**src/design/drpf_pkg.sv**
```systemverilog
// ----------------------------------------------------------------------------
// drpf_pkg
// Shared types and constants for the reverse-complement palindrome finder.
// ----------------------------------------------------------------------------
package drpf_pkg;

  // default sizing
  localparam int unsigned WINDOW_BASES_DEF = 12;
  localparam int unsigned MAX_SEQ_LEN_DEF  = 65536;

  // field widths
  localparam int unsigned BASE_W  = 2;
  localparam int unsigned START_W = 16;
  localparam int unsigned LEN_W   = 4;

  // longest site ever tested and number of even lengths up to it
  localparam int unsigned LONGEST_SITE = 12;
  localparam int unsigned NUM_LENGTHS  = LONGEST_SITE / 2;

  // request queue between front and back
  localparam int unsigned QUEUE_DEPTH = 4;

  // complement of a base: A<->T, C<->G
  localparam logic [BASE_W-1:0] COMP_MASK = 2'b11;

  // register reset values
  localparam logic [LEN_W-1:0] MIN_LENGTH_RST = 4'd4;
  localparam logic [LEN_W-1:0] MAX_LENGTH_RST = 4'd12;

  // register indexes on the config port
  typedef enum logic {
    REG_MIN_LENGTH = 1'b0,
    REG_MAX_LENGTH = 1'b1
  } reg_idx_e;

  // length bounds seen by the front
  typedef struct packed {
    logic [LEN_W-1:0] min_len;
    logic [LEN_W-1:0] max_len;
  } cfg_t;

  // one classified base: end position and one hit bit per even length
  typedef struct packed {
    logic [START_W-1:0]     end_pos;
    logic [NUM_LENGTHS-1:0] hits;
  } job_t;

endpackage

```
**src/design/drpf_front.sv**
```systemverilog
// ----------------------------------------------------------------------------
// drpf_front
// Takes bases, keeps the window and position, and tests every even length
// in parallel; a base with hits becomes one request for the back part.
// ----------------------------------------------------------------------------
module drpf_front #(
  parameter int unsigned WINDOW_BASES = drpf_pkg::WINDOW_BASES_DEF,
  parameter int unsigned MAX_SEQ_LEN  = drpf_pkg::MAX_SEQ_LEN_DEF
) (
  input  logic                        clk_i,
  input  logic                        rst_ni,
  input  logic                        in_valid_i,
  output logic                        in_stall_o,
  input  logic [drpf_pkg::BASE_W-1:0] base_i,
  input  logic                        first_base_i,
  input  drpf_pkg::cfg_t              cfg_i,
  input  logic                        full_i,
  output logic                        push_o,
  output drpf_pkg::job_t              job_o
);

  localparam int unsigned VW = $clog2(WINDOW_BASES + 1);
  localparam int unsigned PW = $clog2(MAX_SEQ_LEN + 1);

  logic [drpf_pkg::BASE_W-1:0]      win_q   [WINDOW_BASES];
  logic [drpf_pkg::BASE_W-1:0]      win_d   [WINDOW_BASES];
  logic [VW-1:0]                    valid_q, valid_d;
  logic [PW-1:0]                    pos_q, pos_d;
  logic [PW-1:0]                    cur;
  logic [PW+drpf_pkg::START_W-1:0]  cur_ext;
  logic                             report;
  logic                             accept;
  logic [drpf_pkg::NUM_LENGTHS-1:0] hit;

  assign accept     = in_valid_i & ~full_i;
  assign in_stall_o = full_i;

  // window after this base, cleared first on a new sequence
  always_comb begin
    win_d[0] = base_i;
    for (int k = 1; k < WINDOW_BASES; k++) begin
      win_d[k] = first_base_i ? '0 : win_q[k-1];
    end
  end

  // valid count and position, both saturating
  always_comb begin
    if (first_base_i) begin
      valid_d = VW'(1);
    end else if (valid_q < VW'(WINDOW_BASES)) begin
      valid_d = valid_q + VW'(1);
    end else begin
      valid_d = valid_q;
    end
    cur    = first_base_i ? '0 : pos_q;
    report = (cur < PW'(MAX_SEQ_LEN));
    pos_d  = report ? cur + PW'(1) : cur;
  end

  // one comparator bank per even length
  for (genvar j = 0; j < drpf_pkg::NUM_LENGTHS; j++) begin : g_len
    localparam int unsigned L = 2 * j + 2;
    if (L <= WINDOW_BASES) begin : g_on
      logic pal;
      always_comb begin
        pal = 1'b1;
        for (int k = 0; k < L / 2; k++) begin
          if (win_d[L-1-k] != (win_d[k] ^ drpf_pkg::COMP_MASK)) pal = 1'b0;
        end
        hit[j] = pal && (VW'(L) <= valid_d) &&
                 (drpf_pkg::LEN_W'(L) >= cfg_i.min_len) &&
                 (drpf_pkg::LEN_W'(L) <= cfg_i.max_len);
      end
    end else begin : g_off
      assign hit[j] = 1'b0;
    end
  end

  // request to the queue
  assign cur_ext       = {{drpf_pkg::START_W{1'b0}}, cur};
  assign job_o.end_pos = cur_ext[drpf_pkg::START_W-1:0];
  assign job_o.hits    = hit;
  assign push_o        = accept & report & (|hit);

  // window payload
  always_ff @(posedge clk_i) begin
    if (accept) begin
      win_q <= win_d;
    end
  end

  // count and position
  always_ff @(posedge clk_i or negedge rst_ni) begin
    if (!rst_ni) begin
      valid_q <= '0;
      pos_q   <= '0;
    end else if (accept) begin
      valid_q <= valid_d;
      pos_q   <= pos_d;
    end
  end

  // count never passes the window size
  a_valid_bound: assert property (@(posedge clk_i) disable iff (!rst_ni)
    valid_q <= VW'(WINDOW_BASES))
    else $error("window count beyond window size");

endmodule

```
**src/design/drpf_queue.sv**
```systemverilog
// ----------------------------------------------------------------------------
// drpf_queue
// Short first-in first-out queue of requests between front and back.
// ----------------------------------------------------------------------------
module drpf_queue (
  input  logic           clk_i,
  input  logic           rst_ni,
  input  logic           push_i,
  input  drpf_pkg::job_t job_i,
  output logic           full_o,
  input  logic           pop_i,
  output logic           valid_o,
  output drpf_pkg::job_t job_o
);

  localparam int unsigned AW = $clog2(drpf_pkg::QUEUE_DEPTH);
  localparam int unsigned CW = $clog2(drpf_pkg::QUEUE_DEPTH + 1);

  drpf_pkg::job_t mem_q [drpf_pkg::QUEUE_DEPTH];
  logic [AW-1:0]  wr_q, rd_q;
  logic [CW-1:0]  cnt_q;

  assign full_o  = (cnt_q == CW'(drpf_pkg::QUEUE_DEPTH));
  assign valid_o = (cnt_q != '0);
  assign job_o   = mem_q[rd_q];

  // storage
  always_ff @(posedge clk_i) begin
    if (push_i) begin
      mem_q[wr_q] <= job_i;
    end
  end

  // pointers and fill count
  always_ff @(posedge clk_i or negedge rst_ni) begin
    if (!rst_ni) begin
      wr_q  <= '0;
      rd_q  <= '0;
      cnt_q <= '0;
    end else begin
      if (push_i) wr_q <= wr_q + AW'(1);
      if (pop_i)  rd_q <= rd_q + AW'(1);
      if (push_i && !pop_i) begin
        cnt_q <= cnt_q + CW'(1);
      end else if (pop_i && !push_i) begin
        cnt_q <= cnt_q - CW'(1);
      end
    end
  end

  // no write into a full queue
  a_no_overflow: assert property (@(posedge clk_i) disable iff (!rst_ni)
    push_i |-> !full_o)
    else $error("push into full queue");

  // no read from an empty queue
  a_no_underflow: assert property (@(posedge clk_i) disable iff (!rst_ni)
    pop_i |-> valid_o)
    else $error("pop from empty queue");

endmodule

```
**src/design/drpf_back.sv**
```systemverilog
// ----------------------------------------------------------------------------
// drpf_back
// Walks the hit bits of each request from shortest length up and emits one
// site per cycle through an output register.
// ----------------------------------------------------------------------------
module drpf_back (
  input  logic                         clk_i,
  input  logic                         rst_ni,
  input  logic                         q_valid_i,
  input  drpf_pkg::job_t               q_job_i,
  output logic                         q_pop_o,
  output logic                         out_valid_o,
  input  logic                         out_stall_i,
  output logic [drpf_pkg::START_W-1:0] site_start_o,
  output logic [drpf_pkg::LEN_W-1:0]   site_length_o,
  output logic                         last_of_run_o
);

  localparam int unsigned NL = drpf_pkg::NUM_LENGTHS;

  logic                         busy_q, busy_d;
  logic [NL-1:0]                mask_q, mask_d;
  logic [drpf_pkg::START_W-1:0] end_q, end_d;
  logic                         out_valid_q, out_valid_d;
  logic [drpf_pkg::START_W-1:0] start_q, start_d;
  logic [drpf_pkg::LEN_W-1:0]   len_q, len_d;
  logic                         last_q, last_d;
  logic                         advance;
  logic [NL-1:0]                low_bit;
  logic [NL-1:0]                rest;
  logic [drpf_pkg::LEN_W-1:0]   low_len;

  assign advance = !out_valid_q || !out_stall_i;

  // shortest remaining length
  always_comb begin
    low_bit = '0;
    low_len = '0;
    for (int j = NL - 1; j >= 0; j--) begin
      if (mask_q[j]) begin
        low_bit = '0;
        low_bit[j] = 1'b1;
        low_len = drpf_pkg::LEN_W'(2 * j + 2);
      end
    end
    rest = mask_q & ~low_bit;
  end

  // emit one site, take the next request when this one runs out
  always_comb begin
    busy_d      = busy_q;
    mask_d      = mask_q;
    end_d       = end_q;
    out_valid_d = out_valid_q;
    start_d     = start_q;
    len_d       = len_q;
    last_d      = last_q;
    q_pop_o     = 1'b0;
    if (advance) begin
      out_valid_d = busy_q;
      if (busy_q) begin
        start_d = end_q + drpf_pkg::START_W'(1) - drpf_pkg::START_W'(low_len);
        len_d   = low_len;
        last_d  = (rest == '0);
        mask_d  = rest;
      end
      if (!busy_q || rest == '0) begin
        busy_d  = q_valid_i;
        q_pop_o = q_valid_i;
        mask_d  = q_job_i.hits;
        end_d   = q_job_i.end_pos;
      end
    end
  end

  // request in progress
  always_ff @(posedge clk_i or negedge rst_ni) begin
    if (!rst_ni) begin
      busy_q      <= 1'b0;
      out_valid_q <= 1'b0;
    end else begin
      busy_q      <= busy_d;
      out_valid_q <= out_valid_d;
    end
  end

  // payload
  always_ff @(posedge clk_i) begin
    mask_q  <= mask_d;
    end_q   <= end_d;
    start_q <= start_d;
    len_q   <= len_d;
    last_q  <= last_d;
  end

  assign out_valid_o   = out_valid_q;
  assign site_start_o  = start_q;
  assign site_length_o = len_q;
  assign last_of_run_o = last_q;

  // a request in progress always has a length left
  a_busy_mask: assert property (@(posedge clk_i) disable iff (!rst_ni)
    busy_q |-> (mask_q != '0))
    else $error("busy with no hits left");

  // every site has a nonzero even length
  a_even_len: assert property (@(posedge clk_i) disable iff (!rst_ni)
    out_valid_q |-> (len_q != '0 && !len_q[0]))
    else $error("bad site length");

endmodule

```
**src/design/dna_reverse_palindrome_finder_unit.sv**
```systemverilog
// Takes one 2-bit base per cycle and reports each reverse-complement
// palindrome of even length between min_length and max_length that ends at
// that base, as a zero-based start and a length, shortest first, with
// last_of_run on the final site of a base. Bases are taken at one per cycle
// as long as the four-entry request queue has room; all lengths are tested
// at once by parallel comparators. Sites leave at one per cycle unless the
// output stalls; the queue absorbs bursts from bases with several sites.
// Each site passes the queue, the back's request state and output register.
// ----------------------------------------------------------------------------
// dna_reverse_palindrome_finder_unit
// Top level: config registers on an APB-style port, front, queue and back.
// ----------------------------------------------------------------------------
module dna_reverse_palindrome_finder_unit #(
  parameter int unsigned WINDOW_BASES = drpf_pkg::WINDOW_BASES_DEF,
  parameter int unsigned MAX_SEQ_LEN  = drpf_pkg::MAX_SEQ_LEN_DEF
) (
  input  logic                         clk_i,
  input  logic                         rst_ni,
  // config port
  input  logic                         psel,
  input  logic                         penable,
  input  logic                         pwrite,
  input  logic [2:0]                   paddr,
  input  logic [31:0]                  pwdata,
  output logic [31:0]                  prdata,
  output logic                         pready,
  // bases in
  input  logic                         in_valid_i,
  output logic                         in_stall_o,
  input  logic [drpf_pkg::BASE_W-1:0]  base_i,
  input  logic                         first_base_i,
  // sites out
  output logic                         out_valid_o,
  input  logic                         out_stall_i,
  output logic [drpf_pkg::START_W-1:0] site_start_o,
  output logic [drpf_pkg::LEN_W-1:0]   site_length_o,
  output logic                         last_of_run_o
);

  drpf_pkg::cfg_t     cfg_q;
  drpf_pkg::reg_idx_e reg_idx;
  logic               cfg_wr;
  logic               push, full, pop, q_valid;
  drpf_pkg::job_t     job_in, job_out;

  assign pready  = 1'b1;
  assign reg_idx = drpf_pkg::reg_idx_e'(paddr[2]);
  assign cfg_wr  = psel & penable & pwrite & pready;

  // config registers
  always_ff @(posedge clk_i or negedge rst_ni) begin
    if (!rst_ni) begin
      cfg_q.min_len <= drpf_pkg::MIN_LENGTH_RST;
      cfg_q.max_len <= drpf_pkg::MAX_LENGTH_RST;
    end else if (cfg_wr) begin
      unique case (reg_idx)
        drpf_pkg::REG_MIN_LENGTH: cfg_q.min_len <= pwdata[drpf_pkg::LEN_W-1:0];
        drpf_pkg::REG_MAX_LENGTH: cfg_q.max_len <= pwdata[drpf_pkg::LEN_W-1:0];
        default: ;
      endcase
    end
  end

  // register read
  always_comb begin
    unique case (reg_idx)
      drpf_pkg::REG_MIN_LENGTH: prdata = {28'b0, cfg_q.min_len};
      drpf_pkg::REG_MAX_LENGTH: prdata = {28'b0, cfg_q.max_len};
      default:                  prdata = '0;
    endcase
  end

  // classify bases
  drpf_front #(
    .WINDOW_BASES(WINDOW_BASES),
    .MAX_SEQ_LEN (MAX_SEQ_LEN)
  ) u_front (
    .clk_i       (clk_i),
    .rst_ni      (rst_ni),
    .in_valid_i  (in_valid_i),
    .in_stall_o  (in_stall_o),
    .base_i      (base_i),
    .first_base_i(first_base_i),
    .cfg_i       (cfg_q),
    .full_i      (full),
    .push_o      (push),
    .job_o       (job_in)
  );

  // request queue
  drpf_queue u_queue (
    .clk_i  (clk_i),
    .rst_ni (rst_ni),
    .push_i (push),
    .job_i  (job_in),
    .full_o (full),
    .pop_i  (pop),
    .valid_o(q_valid),
    .job_o  (job_out)
  );

  // emit sites
  drpf_back u_back (
    .clk_i        (clk_i),
    .rst_ni       (rst_ni),
    .q_valid_i    (q_valid),
    .q_job_i      (job_out),
    .q_pop_o      (pop),
    .out_valid_o  (out_valid_o),
    .out_stall_i  (out_stall_i),
    .site_start_o (site_start_o),
    .site_length_o(site_length_o),
    .last_of_run_o(last_of_run_o)
  );

endmodule

```
**config.mk**
```make
export PLATFORM = sky130hd
export DESIGN_NAME = dna_reverse_palindrome_finder_unit
export DESIGN_NICKNAME = d
export VERILOG_FILES = /design/src/design/drpf_pkg.sv /design/src/design/drpf_front.sv /design/src/design/drpf_queue.sv /design/src/design/drpf_back.sv /design/src/design/dna_reverse_palindrome_finder_unit.sv
export SDC_FILE = /design/constraint.sdc
export NUM_CORES = 1
export LEC_CHECK = 0
export ABC_AREA = 1
export CORE_MARGIN = 3
export CORE_UTILIZATION = 50
export CTS_BUF_LIST = sky130_fd_sc_hd__clkbuf_4 sky130_fd_sc_hd__clkbuf_8
export DETAILED_ROUTE_END_ITERATION = 8
export DONT_BUFFER_PORTS = 1
export HOLD_SLACK_MARGIN = 0.03
export PLACE_DENSITY_LB_ADDON = 0.2
export SETUP_SLACK_MARGIN = 0.02
export SKIP_CTS_REPAIR_TIMING = 1
export SYNTH_ARGS = -nofsm -noshare
export SYNTH_HDL_FRONTEND = slang
export SYNTH_SLANG_ARGS = --single-unit
export TNS_END_PERCENT = 1
```
**constraint.sdc**
```tcl
create_clock -name clk_i -period 3.64 [get_ports clk_i]
set_input_delay 0.364 -clock clk_i [delete_from_list [all_inputs] [get_ports clk_i]]
set_output_delay 0.364 -clock clk_i [all_outputs]
set_load 0.05 [all_outputs]
```
==> impl_metrics.ini, run 1 <==
[status]
status = completed

[finish]
final_common_cell = nand2_1
drive_above_1_share = 0.0668
most-common-layout-cells = nand2_1 (201), edfxtp_1 (152), nor2_1 (134)
diodes = 0
finalNetCount = 1076
syn2layout_area_growth_pct = 6.47
finalNonFillerCells = 1247

[yosys]
async_reset_ff_frac = 0.200
yosys.area_share.xor_xnor = 0.0313
synthCells = 996
synth-main-ff-cell = edfxtp_1
muxShareOfSynthArea = 0
yosys.area_share.simple = 0.177
synth_top_area_frac = 0.480
syn_area_mm2 = 0.00951
ys_warn_count = 0
synth_compound_area_frac = 0.0850
ys_ff_latch = 190
ys_seq_area_frac = 0.580
yosysTopAreaCell = edfxtp_1
synth.distinct_cells = 41
synth_edf_count = 152
synthAdderAreaFrac = 0.0358
avgSynthCellArea_um2 = 9.55
synth_top_family_by_area = simple AND/OR/NAND/NOR gates
synth_area_leaders = edfxtp_1 (48%), dfrtp_1 (9.2%), nand2_1 (7.9%)

[place]
hpwl_um = 12400
place.gp.congestion = 0.874
placement.io_buffers = 0
dp.cells = 1209

[cts]
h-tree-depth = 4
cts_root_buffer = clkbuf_8
cts_tree = built
cts_buffers = 17
clkTransAtPathRegs_ns = 0.11
cts_sinks = 190
clkLatencyLatePin_ns = 0.47
clk_path_buf_depth = 2

[sta]
skew_ns = 0.0127
grt_setup_unrepaired = false
tns_ns = 0
finalCritPeriodShare = 0.826
max_freq_ghz = 0.333
finalCriticalPeriod_ns = 3.01
finalHoldViolations = 0
timing.slew.headroom = 0.339
slew_viol_final = 0
setup_viol = 0
worst_slew_pin_slew_ns = 0.985

[routing]
drc = 0
ant_nets = 0
drt_wl_total_um = 17800
wl_per_cell_um = 14.3
drt_iter0_drc = 446
num_vias = 6405
dr.pass1.iters = 5
via_per_inst = 5.14

[pwr]
netSwitchingFraction = 0.425
comb_power_share = 0.362
power_switching_mw = 3.40
seqPwrFrac = 0.465
clockPowerShare = 0.173
ir_drop_v = 0.000377
internal_power_mw = 4.60
power.density_mw_per_mm2 = 790
p_leak_nw = 4.32

[setup_path]
worstSetupStartpointType = flop
crit_fanout = 7
crit_required_ns = 3.99
startpoint = u_front.valid_q[0]$_DFFE_PN0P_
critPathKind = flop to flop
rrSetupSlack_ns = 0.63
reg2reg_from = u_front.valid_q[0]$_DFFE_PN0P_
arrival_ns = 3.36
endpoint = u_queue.cnt_q[2]$_DFFE_PN0P_
end_kind = flop
reg2reg_to = u_queue.cnt_q[2]$_DFFE_PN0P_
rr_worst_depth = 19

[global_routing]
grt_remaining_overflow = 0
grt_pass1_wl_um = 29200
grt_max_degree = 59
grt_pass1_vias = 5823
grt_usage = 0.181
antenna_found_initial = 0

[floorplan]
fp.dieH_um = 144
io_pins = 101
rows = 49
design.core.area_mm2 = 0.0183
dieArea_mm2 = 0.0207
die_w_um = 144
start_util = 0.519

[worst_hold_path]
hp-class = input pin to flop

[run]
cap_violations = 0
[Yosys cell counts, types with 5 or more instances]
cell type / instances
edfxtp_1: 152
nand3_1: 46
a21oi_1: 22
o21ai_0: 92
ha_1: 24
dfrtp_1: 35
nor3_1: 5
nand4_1: 7
clkbuf_1: 18
xnor2_1: 13
nor2_1: 138
o22ai_1: 21
buf_4: 30
xor2_1: 21
nand2_1: 201
inv_1: 122
[layer usage]
| metal | vias to the layer above | wire (µm) | GRT usage | share of wire |
|---|---|---|---|---|
| met4 | 0 | 155 | 0.0481 | 0.0087 |
| met3 | 15 | 692 | 0.0373 | 0.039 |
| met5 | - | 0 | 0 | 0 |
| met2 | 146 | 8370 | 0.286 | 0.47 |
| met1 | 2984 | 8590 | 0.257 | 0.48 |
| li1 | 3260 | - | - | - |
[through the flow]
| step | hold slack (ns) | setup slack, ns | util | power [mW] | area [µm²] |
|---|---|---|---|---|---|
| 5_1_grt | 0.0401 | 0.338 | 0.552 | 8.66 | 10100 |
| 2_1_floorplan | 0.0684 | 0.810 | - | 6.05 | 9620 |
| 3_3_place_gp | 0.0703 | 0.583 | 0.526 | 6.59 | 9640 |
| 4_1_cts | -0.464 | 0.651 | 0.548 | 8.04 | 10000 |
| 3_5_place_dp | 0.0704 | 0.521 | 0.526 | 6.65 | 9640 |
| 6_report | 0.0448 | 0.634 | 0.552 | 8.00 | 10100 |
[power by group through the flow]
stage,registers [mW],clock network [mW],logic [mW]
after floorplan,3.71,0,2.34
after global placement,3.76,0,2.82
after detailed placement,3.77,0,2.89
after CTS,3.72,1.42,2.90
after global routing,3.78,1.50,3.38
final,3.72,1.38,2.90
[cells by family (layout without fill, tap and decap cells)]
family / Yosys count / count (layout)
simple gates: 412 / 412
flops: 190 / 190
other cells: 2 / 30
buf+inv: 182 / 176
xor+xnor: 34 / 34
compound gates: 150 / 150
fa+ha+maj: 26 / 26
[critical path, stage by stage (launching register included)]
cell     delay (ns)
dfrtp_1        0.42
ha_1           0.28
inv_1          0.03
nand2_1        0.04
o21ai_0        0.09
inv_1          0.07
nand2_1        0.06
nand2_1        0.10
nor2_1         0.04
nor2_1         0.33
nor2_1         0.11
nand2_2        0.11
nand2_4        0.09
inv_1          0.11
ha_1           0.14
inv_1          0.07
fa_1           0.38
a21oi_1        0.14
o21ai_0        0.10
xor2_1         0.15
[state kept, by name (all words and copies together), names as in the netlist, 4 cells and up]
| register | flops |
|---|---|
| cfg_q | 8 |
| u_back.end_q | 16 |
| u_back.mask_q | 6 |
| u_back.site_start_o | 16 |
| u_front.pos_q | 17 |
| u_front.valid_q | 4 |
| u_front.win_q | 22 |
| u_queue.mem_q | 88 |
[worst min-delay path by stage]
| stage | slack (ns) | from | depth (start not counted) | end |
|---|---|---|---|---|
| after floorplan | 0.07 | rst_ni | 0 | cfg_q[0]$_DFFE_PN0P_ |
| after global placement | 0.07 | rst_ni | 0 | cfg_q[1]$_DFFE_PN0P_ |
| after detailed placement | 0.07 | rst_ni | 0 | cfg_q[1]$_DFFE_PN0P_ |
| after CTS | -0.46 | rst_ni | 0 | cfg_q[4]$_DFFE_PN0P_ |
| after global routing | 0.04 | pwdata[1] | 2 | cfg_q[5]$_DFFE_PN0P_ |
| final | 0.04 | pwdata[1] | 2 | cfg_q[5]$_DFFE_PN0P_ |
[final cells by class]
class / instances / area (µm²)
fill: 1630 / 8200
sequential: 190 / 5520
multi-input combinational: 652 / 3250
inverter: 125 / 474
tap: 229 / 287
clock buffer: 18 / 241
timing repair buffer: 19 / 188
clock inverter: 14 / 166
No activity file was read; power rests on OpenSTA's default activity.
==> run 2: changes to the inputs <==
==> constraint.sdc (replaced) <==
create_clock -name clk_i -period 3.12 [get_ports clk_i]
set_input_delay 0.312 -clock clk_i [delete_from_list [all_inputs] [get_ports clk_i]]
set_output_delay 0.312 -clock clk_i [all_outputs]
set_load 0.05 [all_outputs]
==> run 2 against run 1 <==
Sequential share of layout area shrank 0.081 points. Global-route usage fell by 0.25 points. Clock-buffer cell count did not move. Core utilization up 0.082 points. Cell count increased by 0.56%. Flip-flop and latch count unchanged. Via count up 0.92%. Clock power increased by 6%. Design area increased by 0.15%. Largest cell class unchanged. Highest routed layer unchanged.
==> impl_metrics.ini, run 2 (synthesized netlist as in run 1, its figures left out) <==
[setup_path]
crit_required_ns = 3.34
end_kind = flop
path_buf_inv = 1
rrSetupSlack_ns = 0.28
cpLargestDelayFamily = simple AND/OR/NAND/NOR gates
worstSetupStartpointType = flop
critPathKind = flop to flop
cpMaxStageDelayCell = edfxtp_1
path_cells = nor2_1 -> nand2_1 -> nor2_1 -> inv_1 -> ha_1 -> ha_1 -> a21oi_1 -> nand2_1 -> a21oi_2 -> o21ai_0 -> nand3_1 -> nand2_1 -> xor2_1
arrival_ns = 3.06
slowest_delay_ns = 0.43
cpMostUsedCell = nand2_1
crit_fanout = 5

[sta]
skew_ns = 0.0116
max_freq_ghz = 0.352
finalCritPeriodShare = 0.910
setup_viol = 0
finalHoldViolations = 0
grt_setup_unrepaired = true
slew_viol_final = 0
worst_slew_pin_slew_ns = 0.976
timing.slew.headroom = 0.345
tns_ns = 0
finalCriticalPeriod_ns = 2.84
whs_ns = 0.0582

[pwr]
power_switching_mw = 3.87
comb_power_share = 0.369
power.density_mw_per_mm2 = 906
netSwitchingFraction = 0.421
ir_drop_v = 0.000343
internal_power_mw = 5.33
seqPwrFrac = 0.472
clockPowerShare = 0.159
p_leak_nw = 4.33

[routing]
via_per_inst = 5.15
drt_wl_total_um = 17800
drc = 0
ant_nets = 0
wl_per_cell_um = 14.2
num_vias = 6464
drt_iter0_drc = 506
dr.pass1.iters = 6

[finish]
final_common_cell = nand2_1
finalNetCount = 1083
most-common-layout-cells = nand2_1 (201), edfxtp_1 (152), nor2_1 (134)
diodes = 0
largest_reg_flops = 88
syn2layout_area_growth_pct = 6.63
top_register = u_queue.mem_q
top_regs = u_queue.mem_q x88, u_front.win_q x22, u_front.pos_q x17
drive_above_1_share = 0.0702
fin_util = 0.553

[global_routing]
met2_usage = 0.283
grt_remaining_overflow = 0
gr-usage-met1 = 0.248
grt_pass1_vias = 5954
grt_usage = 0.179
use_met3 = 0.0386
antenna_found_initial = 0
grt_pass1_wl_um = 29100
grt_max_degree = 52
grt_busiest_layer = met2

[place]
placement.io_buffers = 0
place.gp.congestion = 0.869
hpwl_um = 12400

[floorplan]
dieArea_mm2 = 0.0207
start_util = 0.519
io_pins = 101
rows = 49
die_w_um = 144
design.core.area_mm2 = 0.0183
fp.dieH_um = 144

[cts]
cts_buffers = 17
cts_root_buffer = clkbuf_8
clk_path_buf_depth = 2
h-tree-depth = 4
cts_tree = built
cts_sinks = 190
clkTransAtPathRegs_ns = 0.10
clkLatencyLatePin_ns = 0.46

[worst_hold_path]
hp-class = input pin to flop

[status]
status = completed

[run]
cap_violations = 0
-- run 2: cell types whose count changed in the layout (fill, tap and decap cells not counted), moves of 2 or more --
cell           before  now
inv_6               6    4
clkinv_8            4    0
clkinvlp_4          1    3
clkinv_4            0    5
buf_4              12   16
inv_8               3    1
dlygate4sd3_1       5    8
-- run 2: worst paths after layout --
path	endpoint	cells past startpoint	start
max	u_back.site_start_o[10]$_DFFE_PP_	13	u_back.mask_q[2]$_DFFE_PP_
min	u_front.win_q[16]$_DFFE_PP_	1	first_base_i
max reg2reg	u_back.site_start_o[10]$_DFFE_PP_	13	u_back.mask_q[2]$_DFFE_PP_
min reg2reg	cfg_q[6]$_DFFE_PN1P_	2	cfg_q[6]$_DFFE_PN1P_
max in group asynchronous	cfg_q[2]$_DFFE_PN1P_	2	rst_ni
min in group asynchronous	cfg_q[4]$_DFFE_PN0P_	2	rst_ni
-- run 2: metrics by stage --
step                instance area [µm²]  cells  total power [mW]  setup slack (ns)
finish                            10100   1254              9.19             0.281
global route                      10100   1254              9.97            0.0115
CTS                               10000   1245              9.24             0.190
detailed placement                 9670   1213              7.79             0.215
global placement                   9670   1213              7.71             0.257
floorplan                          9620   1024              7.06             0.342
-- run 2: per-layer routing --
| metal | share of wire | vias to the layer above |
|---|---|---|
| li1 | - | 3260 |
| met1 | 0.47 | 3005 |
| met2 | 0.47 | 178 |
| met3 | 0.051 | 21 |
| met4 | 0.013 | 0 |
| met5 | 0 | - |
-- run 2: power groups by stage --
| stage | Sequential (mW) | Clock, mW | Combinational (mW) |
|---|---|---|---|
| 5_1_grt | 4.42 | 1.60 | 3.95 |
| 3_5_place_dp | 4.40 | 0 | 3.39 |
| 4_1_cts | 4.34 | 1.50 | 3.40 |
| 6_report | 4.34 | 1.46 | 3.39 |
| 3_3_place_gp | 4.39 | 0 | 3.32 |
| 2_1_floorplan | 4.33 | 0 | 2.72 |
-- run 2: area by class of cell --
| type | count | area [µm²] |
|---|---|---|
| Clock inverter | 14 | 113 |
| Sequential cell | 190 | 5520 |
| Fill cell | 1648 | 8190 |
| Tap cell | 229 | 287 |
| Clock buffer | 18 | 241 |
| Multi-Input combinational cell | 652 | 3260 |
| Inverter | 125 | 474 |
| Timing Repair Buffer | 26 | 248 |
